[src/sv/bdpc_pkg.sv]
// ----------------------------------------------------------------------------
// bdpc_pkg
// Types and constants shared by the button debounce press classifier.
// ----------------------------------------------------------------------------
package bdpc_pkg;

  localparam int unsigned BtnCount  = 5;
  localparam int unsigned CenterIdx = 4;
  localparam int unsigned CfgWidth  = 16;
  localparam int unsigned TimeWidth = 32;

  localparam logic [CfgWidth-1:0] DebounceRst = 16'd50;
  localparam logic [CfgWidth-1:0] ShortMaxRst = 16'd500;
  localparam logic [CfgWidth-1:0] LongRst     = 16'd1000;

  typedef enum logic [0:0] {
    OpPoll = 1'b0,
    OpInit = 1'b1
  } bdpc_op_e;

  typedef enum logic [1:0] {
    CfgDebounce = 2'd0,
    CfgShortMax = 2'd1,
    CfgLong     = 2'd2
  } bdpc_cfg_idx_e;

  typedef enum logic [2:0] {
    EvNone   = 3'd0,
    EvLeft   = 3'd1,
    EvRight  = 3'd2,
    EvUp     = 3'd3,
    EvDown   = 3'd4,
    EvShort  = 3'd5,
    EvLong   = 3'd6
  } bdpc_event_e;

  typedef struct packed {
    logic [CfgWidth-1:0] debounce_ms;
    logic [CfgWidth-1:0] short_max_ms;
    logic [CfgWidth-1:0] long_ms;
  } bdpc_cfg_t;

  typedef struct packed {
    bdpc_op_e               operation;
    logic [BtnCount-1:0]    levels;
    logic [TimeWidth-1:0]   now_ms;
  } bdpc_item_t;

  // direction button index to its event code
  function automatic bdpc_event_e dir_event(input logic [2:0] idx);
    bdpc_event_e ev;
    case (idx)
      3'd0:    ev = EvLeft;
      3'd1:    ev = EvRight;
      3'd2:    ev = EvUp;
      3'd3:    ev = EvDown;
      default: ev = EvNone;
    endcase
    return ev;
  endfunction

endpackage

[src/sv/bdpc_core.sv]
// ----------------------------------------------------------------------------
// bdpc_core
// Debounce state per button and single-pass priority scan of one poll.
// ----------------------------------------------------------------------------
module bdpc_core (
  input  logic                    clk_i,
  input  logic                    rst_ni,
  input  logic                    fire_i,
  input  bdpc_pkg::bdpc_item_t    item_i,
  input  bdpc_pkg::bdpc_cfg_t     cfg_i,
  output bdpc_pkg::bdpc_event_e   event_o
);
  import bdpc_pkg::*;

  logic [BtnCount-1:0]  stable_q, stable_d;
  logic [TimeWidth-1:0] last_q [BtnCount];
  logic [TimeWidth-1:0] last_d [BtnCount];
  logic [TimeWidth-1:0] press_q, press_d;
  logic                 long_rep_q, long_rep_d;

  bdpc_event_e          ev;
  logic                 done;
  logic [TimeWidth-1:0] since [BtnCount];
  logic [TimeWidth-1:0] held;
  logic                 cur;

  always_comb begin
    for (int i = 0; i < BtnCount; i++) begin
      since[i] = item_i.now_ms - last_q[i];
    end
    held = item_i.now_ms - press_q;
  end

  always_comb begin
    stable_d   = stable_q;
    last_d     = last_q;
    press_d    = press_q;
    long_rep_d = long_rep_q;
    ev         = EvNone;
    done       = 1'b0;
    cur        = 1'b1;
    if (item_i.operation == OpInit) begin
      stable_d = item_i.levels;
      for (int i = 0; i < BtnCount; i++) begin
        last_d[i] = item_i.now_ms;
      end
      press_d    = '0;
      long_rep_d = 1'b0;
    end else begin
      // first button with an event wins; the rest wait for the next poll
      for (int i = 0; i < BtnCount; i++) begin
        cur = item_i.levels[i];
        if (!done) begin
          if (cur != stable_q[i]) begin
            if (since[i] > {{(TimeWidth-CfgWidth){1'b0}}, cfg_i.debounce_ms}) begin
              stable_d[i] = cur;
              last_d[i]   = item_i.now_ms;
              if (!cur) begin
                if (i == CenterIdx) begin
                  press_d    = item_i.now_ms;
                  long_rep_d = 1'b0;
                end else begin
                  ev   = dir_event(3'(i));
                  done = 1'b1;
                end
              end else if (i == CenterIdx && !long_rep_q) begin
                if (held < {{(TimeWidth-CfgWidth){1'b0}}, cfg_i.short_max_ms}) begin
                  ev   = EvShort;
                  done = 1'b1;
                end else if (held >= {{(TimeWidth-CfgWidth){1'b0}}, cfg_i.long_ms}) begin
                  ev   = EvLong;
                  done = 1'b1;
                end
              end
            end
          end else if (i == CenterIdx && !stable_q[i] && !long_rep_q) begin
            // held past the long limit: report once
            if (held >= {{(TimeWidth-CfgWidth){1'b0}}, cfg_i.long_ms}) begin
              long_rep_d = 1'b1;
              ev         = EvLong;
              done       = 1'b1;
            end
          end
        end
      end
    end
  end

  always_ff @(posedge clk_i or negedge rst_ni) begin
    if (!rst_ni) begin
      stable_q   <= '1;
      press_q    <= '0;
      long_rep_q <= 1'b0;
      for (int i = 0; i < BtnCount; i++) begin
        last_q[i] <= '0;
      end
    end else if (fire_i) begin
      stable_q   <= stable_d;
      press_q    <= press_d;
      long_rep_q <= long_rep_d;
      last_q     <= last_d;
    end
  end

  assign event_o = ev;

endmodule

[src/sv/button_debounce_press_classifier_unit.sv]
// Path: an accepted input beat goes into the input register, its result into the
// result register on m_axis. Throughput: one poll per cycle unless m_axis stalls;
// the scan is one combinational pass between them, state updated as it leaves.
// Reset: buttons released, change and press times zero, no long press
// pending, registers back to 50 / 500 / 1000 ms, both stages empty.
// ----------------------------------------------------------------------------
// button_debounce_press_classifier_unit
// Five-button debouncer with direction events and center short/long press.
// ----------------------------------------------------------------------------
module button_debounce_press_classifier_unit (
  input  logic        clk_i,
  input  logic        rst_ni,
  input  logic        s_axis_tvalid,
  output logic        s_axis_tready,
  input  logic [39:0] s_axis_tdata,   // [4:0] levels, [36:5] now_ms, [39:37] zero
  input  logic [0:0]  s_axis_tuser,   // [0] operation
  output logic        m_axis_tvalid,
  input  logic        m_axis_tready,
  output logic [7:0]  m_axis_tdata,   // [2:0] event_res, [7:3] zero
  input  logic        cfg_we_i,
  input  logic [1:0]  cfg_idx_i,
  input  logic [15:0] cfg_data_i
);
  import bdpc_pkg::*;

  bdpc_cfg_t   cfg_q;
  logic        s1_valid_q, s1_valid_d;
  bdpc_item_t  s1_item_q;
  logic        s2_valid_q;
  bdpc_event_e s2_event_q;
  bdpc_event_e core_event;
  logic        s_accept;
  logic        advance;

  assign advance       = !s2_valid_q || m_axis_tready;
  assign s_axis_tready = !s1_valid_q || advance;
  assign s_accept      = s_axis_tvalid && s_axis_tready;

  always_comb begin
    s1_valid_d = s1_valid_q;
    if (s_accept) begin
      s1_valid_d = 1'b1;
    end else if (advance) begin
      s1_valid_d = 1'b0;
    end
  end

  always_ff @(posedge clk_i or negedge rst_ni) begin
    if (!rst_ni) begin
      cfg_q.debounce_ms  <= DebounceRst;
      cfg_q.short_max_ms <= ShortMaxRst;
      cfg_q.long_ms      <= LongRst;
    end else if (cfg_we_i) begin
      case (bdpc_cfg_idx_e'(cfg_idx_i))
        CfgDebounce: cfg_q.debounce_ms  <= cfg_data_i;
        CfgShortMax: cfg_q.short_max_ms <= cfg_data_i;
        CfgLong:     cfg_q.long_ms      <= cfg_data_i;
        default: ;
      endcase
    end
  end

  always_ff @(posedge clk_i or negedge rst_ni) begin
    if (!rst_ni) begin
      s1_valid_q <= 1'b0;
      s2_valid_q <= 1'b0;
    end else begin
      s1_valid_q <= s1_valid_d;
      if (advance) begin
        s2_valid_q <= s1_valid_q;
      end
    end
  end

  always_ff @(posedge clk_i) begin
    if (s_accept) begin
      s1_item_q.operation <= bdpc_op_e'(s_axis_tuser[0]);
      s1_item_q.levels    <= s_axis_tdata[4:0];
      s1_item_q.now_ms    <= s_axis_tdata[36:5];
    end
    if (advance && s1_valid_q) begin
      s2_event_q <= core_event;
    end
  end

  bdpc_core u_core (
    .clk_i   (clk_i),
    .rst_ni  (rst_ni),
    .fire_i  (s1_valid_q && advance),
    .item_i  (s1_item_q),
    .cfg_i   (cfg_q),
    .event_o (core_event)
  );

  assign m_axis_tvalid = s2_valid_q;
  assign m_axis_tdata  = {5'b0, s2_event_q};

endmodule

[config.mk]
export PLATFORM = sky130hd
export DESIGN_NAME = button_debounce_press_classifier_unit
export DESIGN_NICKNAME = d
export VERILOG_FILES = /design/src/sv/bdpc_pkg.sv /design/src/sv/bdpc_core.sv /design/src/sv/button_debounce_press_classifier_unit.sv
export SDC_FILE = /design/constraint.sdc
export NUM_CORES = 1
export LEC_CHECK = 0
export ABC_AREA = 1
export BUFFER_PORTS_ARGS = -buffer_cell sky130_fd_sc_hd__clkbuf_2
export CAP_MARGIN = 30
export CORE_MARGIN = 2
export CORE_UTILIZATION = 25
export DETAILED_ROUTE_END_ITERATION = 7
export GPL_TIMING_DRIVEN = 0
export SYNTH_ARGS = -nofsm -noshare
export SYNTH_HDL_FRONTEND = slang
export SYNTH_SLANG_ARGS = --single-unit
[constraint.sdc]
create_clock -name clk_i -period 5.6 [get_ports clk_i]
set_input_delay 0.28 -clock clk_i [delete_from_list [all_inputs] [get_ports clk_i]]
set_output_delay 0.28 -clock clk_i [all_outputs]
set_load 0.005 [all_outputs]
==> out/results.txt, run 1 <==
Initial antenna violation count = 2
Clk network pwr share = 13.9%
Hpwl dp = 83.9 mm
MaxCap Viol Count = 0
FFs w/ async S/R, synth = 85.8%
Hold crit path type = primary input to register
Crit end category = register
Input/output buffers = 65
Vias in the first global route = 27700
Post-synth EDFFs = 41
Crit path arrival time = 5.76 ns
Largest stage delay, worst path = 0.54 ns
# DRC = 0
Setup Viol. Count Final = 0
Routed len/inst = 16.4 um
Crit-path max FO = 10
Synth top cells by count = 1661 x nand2_1, 839 x inv_1, 401 x nor2_1
Int Power = 8.50 mW
Pre-CTS WS = 0.413 ns
CP top delay family = simple AND/OR/NAND/NOR gates
CP Depth = 28
Final Util = 29.2%
H-tree depth = 2
Setup crit start kind = register
P per Cell Area = 533 mW/mm2
Most frequent CP cell = nand2_1
Share of layout cells above drive strength 1 = 6.14%
# IOs = 74
Area grow syn2layout = 15.8%
Largest net degree at the start of global routing = 107
Top-area cell type share of the netlist area = 21.5%
Vias = 29700
Crit-path slowest cell = edfxtp_1
Min Hold Slack = 0.0195 ns
CTS tree = yes
Final Hold Violating Endpoints = 0
First-pass GRT wire length = 158 mm
Die W = 344 um
Mapped Area = 0.0290 mm2
Syn Inst Count = 4643
Mapped Avg Cell Area = 6.24 um2
Total CTS buffers = 36
Tot GR Track Use = 17.3%
Worst-Margin Slew = 1.05 ns
Post-synth cell types = 52
Sequential power share = 18.7%
Fin crit share = 95.1%
Critical path class = register to register
WP buf/inv = 4
GP Congestion = 0.966
Setup Total Neg Slack = 0 ns
NumNets Final = 5197
Clock-pin slew on the worst setup and hold paths = 0.06 ns
Static leakage = 18.1 nW
Root Buffer = clkbuf_16
ANT nets after route = 0
Ant diodes = 0
Clock Latency Late Sink = 0.56 ns
Maximum vdd ir drop = 0.000219 V
Core Footprint = 0.115 mm2
Sw Share = 52.4%
Cell Rows = 124
Total wire length = 104 mm
Fmax = 188 MHz
Pins over their slew limit = 0
Total grt overflow = 0
Sequential share of the synthesized area = 25.8%
Initial Util = 25.3%
Logic pwr share = 67.4%
1st-pass router iterations = 6
Overall die height = 344 um
Top-count cell post-synth = nand2_1
Tot Pwr = 17.9 mW
FF+latch count, synth = 289
Crit path time final = 5.33 ns
Hold path cells = 3
# clock sinks = 289
Status = completed
1st-iter DRT viols = 2153
Worst Path Required = 6.03 ns
Reg2reg path depth = 28
DR vias/cell = 4.66
Die area = 0.119 mm2
CTS Buffer Depth = 3
Most used DFF post-synth = dfrtp_1
Relative slew margins = 29.8%
Final WS setup = 0.274 ns
Psw = 9.37 mW
Leading area contributor after synthesis = nand2_1
Yosys warns = 0
Worst Skew = 0.0278 ns
Synth area leaders = nand2_1 22%, dfrtp_1 20%, ha_1 13%
==> logic make-up after synthesis <==
kind of cell	synth area share, %
AND/OR/NAND/NOR	36.6
AO/OA/AOI/OAI	8.85
buffers and inverters	12.6
XOR/XNOR	2.90
adder cells (fa/ha/maj)	13.2
other	0.0130
flip-flops	25.8
==> per-layer routing <==
layer / vias to the layer above / GRT usage, % / wire [um]
met2: 874 / 27.8 / 45300
met5: - / 0 / 0
met4: 0 / 5.34 / 3330
li1: 14900 / - / -
met3: 133 / 1.84 / 6330
met1: 13700 / 24.3 / 49200
==> repair_timing <==
| item | 4_1_cts | 5_1_grt |
|---|---|---|
| hold buffers | 47 | 0 |
| setup endpoints to repair | 0 | 60 |
| gates resized for setup | 0 | 3 |
| endpoints found under the hold margin | 88 | 0 |
| buffers inserted | 0 | 9 |
==> cells in the final DEF (no fill, tap or decap), drive strengths merged, types with 20 or more instances in the layout <==
cell         netlist  routed
nand2           1689    1689
inv              854     855
nor2             415     415
ha               297     297
dfrtp            228     228
o21ai            222     222
nand3            216     216
a21oi            199     199
nand4            143     143
clkbuf            25     135
xor2              89      89
buf               47      80
dlygate4sd3        0      47
nor3              46      46
edfxtp            41      41
o21bai            21      21
dfstp             20      20
==> per-stage QoR <==
| step | instance area, um2 | cells |
|---|---|---|
| 6_report | 33500 | 6368 |
| 3_3_place_gp | 31200 | 6224 |
| 2_1_floorplan | 29000 | 4647 |
| 4_1_cts | 33400 | 6355 |
| 3_5_place_dp | 31700 | 6244 |
| 5_1_grt | 33500 | 6368 |
==> worst paths after layout <==
check / start / to / slack, ns
min in group asynchronous: rst_ni / u_core.last_q[53]$_DFFE_PN0P_ / 0.22
max in group asynchronous: rst_ni / cfg_q[42]$_DFFE_PN0P_ / 4.45
max: s1_item_q[0]$_DFFE_PP_ / u_core.last_q[62]$_DFFE_PN0P_ / 0.27
min: cfg_data_i[6] / cfg_q[6]$_DFFE_PN1P_ / 0.02
max reg2reg: s1_item_q[0]$_DFFE_PP_ / u_core.last_q[62]$_DFFE_PN0P_ / 0.27
min reg2reg: u_core.last_q[59]$_DFFE_PN0P_ / u_core.last_q[59]$_DFFE_PN0P_ / 0.47
==> area by class of cell <==
cell class	count	area, um2
plain buffers	72	434
clock buffers	45	976
clock inverters	19	245
fillers	12700	81100
inverters	857	3220
multi-input cells	3429	17900
flip-flops and latches	289	7460
well taps	1512	1890
repair buffers	145	1430
==> registers in the layout (all words and copies together) (netlist names) <==
register / cells
cfg_q: 48
m_axis_tvalid: 1
s1_item_q: 38
s1_valid_q: 1
s2_event_q: 3
u_core.last_q: 160
u_core.long_rep_q: 1
u_core.press_q: 32
u_core.stable_q: 5
==> worst register-to-register path: cells and delay by family, from the launching register on <==
| family | cells | cell delay, ns |
|---|---|---|
| adder cells (fa/ha/maj) | 3 | 1.02 |
| flip-flops | 1 | 0.54 |
| buffers and inverters | 4 | 0.76 |
| XOR/XNOR | 1 | 0.08 |
| AND/OR/NAND/NOR | 20 | 2.79 |
==> power groups by stage <==
stage | Clock (mW) | Sequential [mW] | Combinational, mW
after detailed placement | 0 | 3.36 | 11.8
after CTS | 2.53 | 3.35 | 11.9
final | 2.48 | 3.35 | 12.0
after floorplan | 0 | 3.19 | 8.79
after global routing | 2.60 | 3.42 | 13.7
after global placement | 0 | 3.41 | 11.5
(Power assumes the default switching activity.)
==> run 2, diff against run 1 <==
--- a/config.mk
+++ b/config.mk
@@ -5,13 +5,13 @@
 export SDC_FILE = /design/constraint.sdc
 export NUM_CORES = 1
 export LEC_CHECK = 0
-export ABC_AREA = 1
 export BUFFER_PORTS_ARGS = -buffer_cell sky130_fd_sc_hd__clkbuf_2
 export CAP_MARGIN = 30
 export CORE_MARGIN = 2
 export CORE_UTILIZATION = 25
 export DETAILED_ROUTE_END_ITERATION = 7
 export GPL_TIMING_DRIVEN = 0
+export SLEW_MARGIN = 40
 export SYNTH_ARGS = -nofsm -noshare
 export SYNTH_HDL_FRONTEND = slang
 export SYNTH_SLANG_ARGS = --single-unit
==> run 2 against run 1 <==
- the run now ends with setup timing left
- power decreased by 21%
- sequential power shrank 11%
- utilization rose by 2.5 points
- flip-flop and latch count unchanged
- worst hold slack improved by 0.12 ns
==> out/results.txt, run 2 <==
Status = finished with violations (was completed)
Failing checks = setup timing
# clock sinks = 289 (unchanged)
1st-iter DRT viols = 1494 (was 2153)
Pre-CTS WS = -1.89 ns (was 0.413 ns)
Fin crit share = 104% (was 95.1%)
Vias in the first global route = 22300 (was 27700)
Top-count cell post-synth = ha_1 (was nand2_1)
Int Power = 7.91 mW (was 8.50 mW)
GP Congestion = 0.902 (was 0.966)
Static leakage = 14.4 nW (was 18.1 nW)
Die W = 324 um (was 344 um)
Top Registers = u_core.last_q x160, cfg_q x48, s1_item_q x38 (unchanged)
CTS tree = yes (unchanged)
P per Cell Area = 435 mW/mm2 (was 533 mW/mm2)
Relative slew margins = 32.8% (was 29.8%)
Most used DFF post-synth = dfrtp_1 (unchanged)
Overall die height = 324 um (was 344 um)
Area grow syn2layout = 25.8% (was 15.8%)
FFs w/ async S/R, synth = 85.8% (unchanged)
DR vias/cell = 5.02 (was 4.66)
Psw = 6.15 mW (was 9.37 mW)
Largest net degree at the start of global routing = 63 (was 107)
Worst Skew = 0.0256 ns (was 0.0278 ns)
Most frequent cells in the layout = 291 x ha_1, 290 x inv_1, 259 x nand2_1, 228 x dfrtp_1, 225 x a21oi_1 (was 1661 x nand2_1, 838 x inv_1, 401 x nor2_1, 297 x ha_1, 228 x dfrtp_1)
Sequential power share = 21.3% (was 18.7%)
Mapped Avg Cell Area = 8.79 um2 (was 6.24 um2)
Crit path time final = 5.85 ns (was 5.33 ns)
Sw Share = 43.7% (was 52.4%)
Non-filler instance count after layout = 4613 (was 6368)
Worst Setup SP = s1_item_q[0]$_DFFE_PP_ (unchanged)
Mapped Area = 0.0257 mm2 (was 0.0290 mm2)
Vias = 23200 (was 29700)
Input/output buffers = 65 (unchanged)
1st-pass router iterations = 6 (unchanged)
RSZ-0062 raised after global routing = yes
Flop2flop setup slack = -0.25 ns (was 0.27 ns)
Initial Util = 25.2% (was 25.3%)
Crit-path slowest cell = edfxtp_1 (unchanged)
NumNets Final = 3583 (was 5197)
Most frequent CP cell = a21oi_2 (was nand2_1)
Fmax = 171 MHz (was 188 MHz)
Worst Path Required = 6.06 ns (was 6.03 ns)
H-tree depth = 2 (unchanged)
Maximum vdd ir drop = 0.000207 V (was 0.000219 V)
First-pass GRT wire length = 123 mm (was 158 mm)
Setup Viol. Count Final = 128 (was 0)
ANT nets after route = 0 (unchanged)
CTS Buffer Depth = 3 (unchanged)
Total wire length = 79.6 mm (was 104 mm)
Max reg flops = 160 (unchanged)
Syn Inst Count = 2920 (was 4643)
Cell Rows = 117 (was 124)
Fill cell count = 10700 (was 12700)
Sequential share of the synthesized area = 29.1% (was 25.8%)
Core Footprint = 0.102 mm2 (was 0.115 mm2)
Min Hold Slack = 0.141 ns (was 0.0195 ns)
Worst-Margin Slew = 0.994 ns (was 1.05 ns)
Total grt overflow = 0 (unchanged)
Clock Latency Late Sink = 0.58 ns (was 0.56 ns)
Largest stage delay, worst path = 0.46 ns (was 0.54 ns)
Share of layout cells above drive strength 1 = 19.5% (was 6.14%)
Most flop-heavy register = u_core.last_q (unchanged)
Placed insts = 4362 (was 6244)
Crit path arrival time = 6.31 ns (was 5.76 ns)
Synth top cells by count = 297 x ha_1, 292 x inv_1, 261 x nand2_1 (was 1661 x nand2_1, 839 x inv_1, 401 x nor2_1)
Hold crit path type = primary input to asynchronous set/reset pin (was primary input to register)
Most common cell after layout, fill and taps aside = ha_1 (was nand2_1)
Yosys warns = 0 (unchanged)
Hpwl dp = 59.4 mm (was 83.9 mm)
Post-synth cell types = 93 (was 52)
Initial antenna violation count = 1 (was 2)
Die area = 0.105 mm2 (was 0.119 mm2)
FF+latch count, synth = 289 (unchanged)
Routed len/inst = 17.3 um (was 16.4 um)
Reg2reg path depth = 26 (was 28)
Critical R2R Launch = s1_item_q[0]$_DFFE_PP_ (unchanged)
# IOs = 74 (unchanged)
Total CTS buffers = 38 (was 36)
Setup Total Neg Slack = -20.93 ns (was 0 ns)
Crit end category = register (unchanged)
Top-area cell type share of the netlist area = 22.2% (was 21.5%)
Setup crit start kind = register (unchanged)
Ant diodes = 0 (unchanged)
Clk network pwr share = 17.3% (was 13.9%)
Tot Pwr = 14.1 mW (was 17.9 mW)
MaxCap Viol Count = 0 (unchanged)
Clock-pin slew on the worst setup and hold paths = 0.06 ns (about the same)
Crit-path max FO = 10 (unchanged)
Leading area contributor after synthesis = dfrtp_1 (was nand2_1)
Pins over their slew limit = 0 (unchanged)
Post-synth EDFFs = 41 (unchanged)
Tot GR Track Use = 14.5% (was 17.3%)
Critical path class = register to register (unchanged)
Worst reg2reg endpoint = u_core.press_q[8]$_DFFE_PN0P_ (was u_core.last_q[62]$_DFFE_PN0P_)
Root Buffer = clkbuf_16 (unchanged)
Synth area leaders = dfrtp_1 22%, ha_1 14%, mux2_2 8.1% (was nand2_1 22%, dfrtp_1 20%, ha_1 13%)
Crit path to = u_core.press_q[8]$_DFFE_PN0P_ (was u_core.last_q[62]$_DFFE_PN0P_)
Final WS setup = -0.250 ns (was 0.274 ns)
Logic pwr share = 61.5% (was 67.4%)
# DRC = 0 (unchanged)
Final Hold Violating Endpoints = 0 (unchanged)
[run 2: cell type report]
type                       count  area, um2  area share [%]
buffer                        99        664            2.06
clock buffer                  53       1060            3.27
clock inverter                16        163           0.504
inverter                     293       1100            3.42
multi-input combinational   2241      17700            54.9
sequential                   289       7460            23.1
tap                         1368       1710            5.30
timing repair buffer         254       2420            7.48
[run 2: worst min-delay path by stage]
| stage | to | depth (start not counted) |
|---|---|---|
| final | u_core.last_q[145]$_DFFE_PN0P_ | 2 |
| after CTS | u_core.last_q[138]$_DFFE_PN0P_ | 2 |
| after floorplan | cfg_q[0]$_DFFE_PN0P_ | 0 |
| after global routing | u_core.last_q[145]$_DFFE_PN0P_ | 2 |
| after detailed placement | u_core.last_q[152]$_DFFE_PN0P_ | 1 |
| after global placement | m_axis_tvalid$_DFFE_PN0P_ | 1 |
[run 2: logic make-up after synthesis]
kind of cell / after synthesis / share of synthesized area, %
simple gates: 762 / 14.8
other cells: 1 / 0.0146
flops: 289 / 29.1
buf+inv: 394 / 6.06
xor+xnor: 125 / 4.26
fa+ha+maj: 303 / 14.9
mux: 249 / 10.7
compound gates: 797 / 20.2
[run 2: metrics by stage]
stage / util, % / instance area [um2]
after floorplan: - / 25700
after global placement: 27.2 / 27700
after detailed placement: 27.4 / 27900
after CTS: 30.9 / 31400
after global routing: 31.7 / 32300
final: 31.7 / 32300
[run 2: repair_timing]
item	4_1_cts	5_1_grt
cloned	6	5
gates resized for setup	200	119
pin swaps	44	58
setup endpoints to repair	201	199
hold endpoints to repair	206	0
buffers inserted	88	31
hold buffers	58	0
[run 2: power groups by stage]
stage | registers [mW] | logic [mW] | clock network, mW
5_1_grt | 3.05 | 9.56 | 2.60
3_5_place_dp | 3.03 | 7.39 | 0
4_1_cts | 2.98 | 8.12 | 2.52
6_report | 2.99 | 8.64 | 2.43
3_3_place_gp | 3.01 | 7.28 | 0
2_1_floorplan | 2.92 | 5.71 | 0
[run 2: critical path, delay by kind of cell, from the launching register on]
kind                     cells  cell delay, ns
AO/OA/AOI/OAI               10            2.03
XOR/XNOR                     1            0.14
adder cells (fa/ha/maj)      3            0.76
buffers and inverters        5            0.61
flip-flops                   1            0.46
multiplexers                 1            0.12
AND/OR/NAND/NOR              6            1.57
[run 2: routing by layer]
layer / global-route usage [%] / routed length [um] / up-vias
met5: 0 / 0 / -
met4: 4.11 / 2180 / 0
met3: 1.57 / 3550 / 132
met2: 24.5 / 37000 / 551
met1: 19.5 / 36900 / 11200
li1: - / - / 11300
==> run 3, diff against run 2 <==
--- a/config.mk
+++ b/config.mk
@@ -5,7 +5,7 @@
 export SDC_FILE = /design/constraint.sdc
 export NUM_CORES = 1
 export LEC_CHECK = 0
-export BUFFER_PORTS_ARGS = -buffer_cell sky130_fd_sc_hd__clkbuf_2
+export BUFFER_PORTS_ARGS = -buffer_cell sky130_fd_sc_hd__buf_4
 export CAP_MARGIN = 30
 export CORE_MARGIN = 2
 export CORE_UTILIZATION = 25
==> run 3 against run 2 <==
- the run still ends with setup timing left
- final cell count fell by 0.52%
- register-to-register slack got worse by 0.16 ns
- count of clock-buffer cells in the layout is 2 lower
- maximum frequency shrank 2.6%
- wire length down 0.63%
- clock skew grew 0.023 ns
- global-route usage about the same
- via count decreased by 0.82%
- non-clock buffer count is 22 lower
- combinational power is 3.1% lower
- critical path type unchanged
- critical endpoint is now u_core.press_q[16]$_DFFE_PN0P_
- largest power group unchanged
==> out/results.txt, run 3 (synthesized netlist as in run 2, its figures left out) <==
Crit-path max FO = 10 (unchanged)
CTS Buffer Depth = 3 (unchanged)
GP Congestion = 0.897 (was 0.902)
Routed len/inst = 17.2 um (was 17.3 um)
# IOs = 74 (unchanged)
Initial Util = 25.2% (unchanged)
Placed insts = 4361 (was 4362)
Vias in the first global route = 22400 (was 22300)
Initial antenna violation count = 1 (unchanged)
NumNets Final = 3560 (was 3583)
# clock sinks = 289 (unchanged)
Most frequent cells in the layout = 294 x ha_1, 290 x inv_1, 259 x nand2_1, 232 x a21oi_1, 228 x dfrtp_1 (was 291 x ha_1, 290 x inv_1, 259 x nand2_1, 228 x dfrtp_1, 225 x a21oi_1)
1st-pass router iterations = 5 (was 6)
Tot GR Track Use = 14.5% (about the same)
H-tree depth = 2 (unchanged)
Die area = 0.105 mm2 (unchanged)
CTS tree = yes (unchanged)
Crit end category = register (unchanged)
Overall die height = 324 um (unchanged)
Fill cell count = 10700 (about the same)
Total grt overflow = 0 (unchanged)
Die W = 324 um (unchanged)
Final WS setup = -0.407 ns (was -0.250 ns)
1st-iter DRT viols = 1678 (was 1494)
Crit path time final = 6.01 ns (was 5.85 ns)
FF+latch area = 0.00746 mm2 (unchanged)
Failing checks = setup timing (unchanged)
DR vias/cell = 5.01 (was 5.02)
RSZ-0062 raised after global routing = yes (unchanged)
Static leakage = 14.2 nW (was 14.4 nW)
Non-filler instance count after layout = 4589 (was 4613)
Worst-Margin Slew = 0.897 ns (was 0.994 ns)
Top Registers = u_core.last_q x160, cfg_q x48, s1_item_q x38 (unchanged)
Relative slew margins = 39.6% (was 32.8%)
Hold crit path type = primary input to register (was primary input to asynchronous set/reset pin)
Fmax = 166 MHz (was 171 MHz)
Largest net degree at the start of global routing = 71 (was 63)
Setup crit start kind = register (unchanged)
P per Cell Area = 434 mW/mm2 (was 435 mW/mm2)
Multi-input combinational cell area = 0.0175 mm2 (was 0.0177 mm2)
Input/output buffers = 65 (unchanged)
Ant diodes = 0 (unchanged)
Most flop-heavy register = u_core.last_q (unchanged)
# DRC = 0 (unchanged)
Worst Skew = 0.0489 ns (was 0.0256 ns)
Setup Viol. Count Final = 184 (was 128)
Core Footprint = 0.102 mm2 (unchanged)
Status = finished with violations (unchanged)
Setup Total Neg Slack = -46.22 ns (was -20.93 ns)
Total CTS buffers = 37 (was 38)
MaxCap Viol Count = 0 (unchanged)
Pins over their slew limit = 0 (unchanged)
Cell Rows = 117 (unchanged)
Final Hold Violating Endpoints = 0 (unchanged)
ANT nets after route = 0 (unchanged)
Vias = 23000 (was 23200)
Crit path arrival time = 6.46 ns (was 6.31 ns)
Maximum vdd ir drop = 0.000257 V (was 0.000207 V)
Clock-pin slew on the worst setup and hold paths = 0.06 ns (about the same)
Pre-CTS WS = -1.85 ns (was -1.89 ns)
Area grow syn2layout = 24.4% (was 25.8%)
Max reg flops = 160 (unchanged)
Hpwl dp = 59.2 mm (was 59.4 mm)
First-pass GRT wire length = 123 mm (about the same)
Total wire length = 79.1 mm (was 79.6 mm)
Fin crit share = 107% (was 104%)
Root Buffer = clkbuf_16 (unchanged)
Clock Latency Late Sink = 0.61 ns (was 0.58 ns)
Critical path class = register to register (unchanged)
Worst Path Required = 6.05 ns (was 6.06 ns)
Share of layout cells above drive strength 1 = 18.1% (was 19.5%)
Most common cell after layout, fill and taps aside = ha_1 (unchanged)
## run 3: timing repair
action / 4_1_cts / 5_1_grt
endpoints found under the hold margin: 144 / 0
pin swaps: 38 / 33
gates cloned: 5 / 6
setup endpoints to repair: 201 / 201
hold buffers: 57 / 0
setup buffers: 78 / 24
resized for setup: 187 / 76
## run 3: power breakdown
part | internal [mW] | switching (mW) | total [mW]
Clock | 1.45 | 1.03 | 2.49
Sequential | 2.67 | 0.316 | 2.99
Combinational | 3.66 | 4.72 | 8.37
Total | 7.78 | 6.07 | 13.8
## run 3: layer usage
| layer | routed length, um | global-route usage [%] | up-vias |
|---|---|---|---|
| met3 | 3230 | 1.51 | 133 |
| li1 | - | - | 11200 |
| met1 | 36800 | 19.7 | 11100 |
| met5 | 0 | 0 | - |
| met2 | 36600 | 24.2 | 573 |
| met4 | 2520 | 4.34 | 0 |
## run 3: area by class of cell
type | count | area share [%]
Inverter | 293 | 3.46
Buffer | 97 | 1.85
Sequential cell | 289 | 23.4
Clock buffer | 51 | 3.25
Clock inverter | 16 | 0.650
Tap cell | 1368 | 5.36
Multi-Input combinational cell | 2241 | 54.7
Timing Repair Buffer | 234 | 7.39
## run 3: critical path: stages, from the launching register on
cell and delay [ns]:
edfxtp_1 0.45, clkinvlp_4 0.17, buf_12 0.16, ha_4 0.16, fa_2 0.34, nand2b_4 0.16
a21oi_4 0.21, o21ai_1 0.09, nand2_1 0.09, xor2_1 0.17, ha_1 0.28, a21o_1 0.21
a221oi_4 0.29, o221ai_2 0.16, o31ai_4 0.32, nand3_1 0.12, or4_4 0.52, nor4_4 0.32
a31oi_4 0.23, a211oi_4 0.26, buf_4 0.16, nand4_4 0.12, or3b_1 0.41, buf_6 0.17
buf_8 0.16, mux2i_1 0.12
## run 3: through the flow
step,area (um2),hold WS (ns),util (%),power [mW]
6_report,31900,0.106,31.3,13.8
4_1_cts,31500,0.0761,30.9,13.6
3_3_place_gp,27900,0.456,27.4,10.3
2_1_floorplan,25700,-0.0156,-,8.63
3_5_place_dp,28000,0.251,27.5,10.4
5_1_grt,31900,0.111,31.3,15.0
## run 3: path summary, 6_finish.rpt
kind	from	endpoint	slack, ns	depth (start not counted)
worst max-delay path	s1_item_q[0]$_DFFE_PP_	u_core.press_q[16]$_DFFE_PN0P_	-0.41	25
worst min-delay path	cfg_idx_i[1]	cfg_q[32]$_DFFE_PN0P_	0.11	3
worst max register to register	s1_item_q[0]$_DFFE_PP_	u_core.press_q[16]$_DFFE_PN0P_	-0.41	25
worst min register to register	s1_valid_q$_DFFE_PN0P_	m_axis_tvalid$_DFFE_PN0P_	0.47	1
max in group asynchronous	rst_ni	cfg_q[8]$_DFFE_PN1P_	4.25	4
min in group asynchronous	rst_ni	u_core.last_q[96]$_DFFE_PN0P_	0.21	2
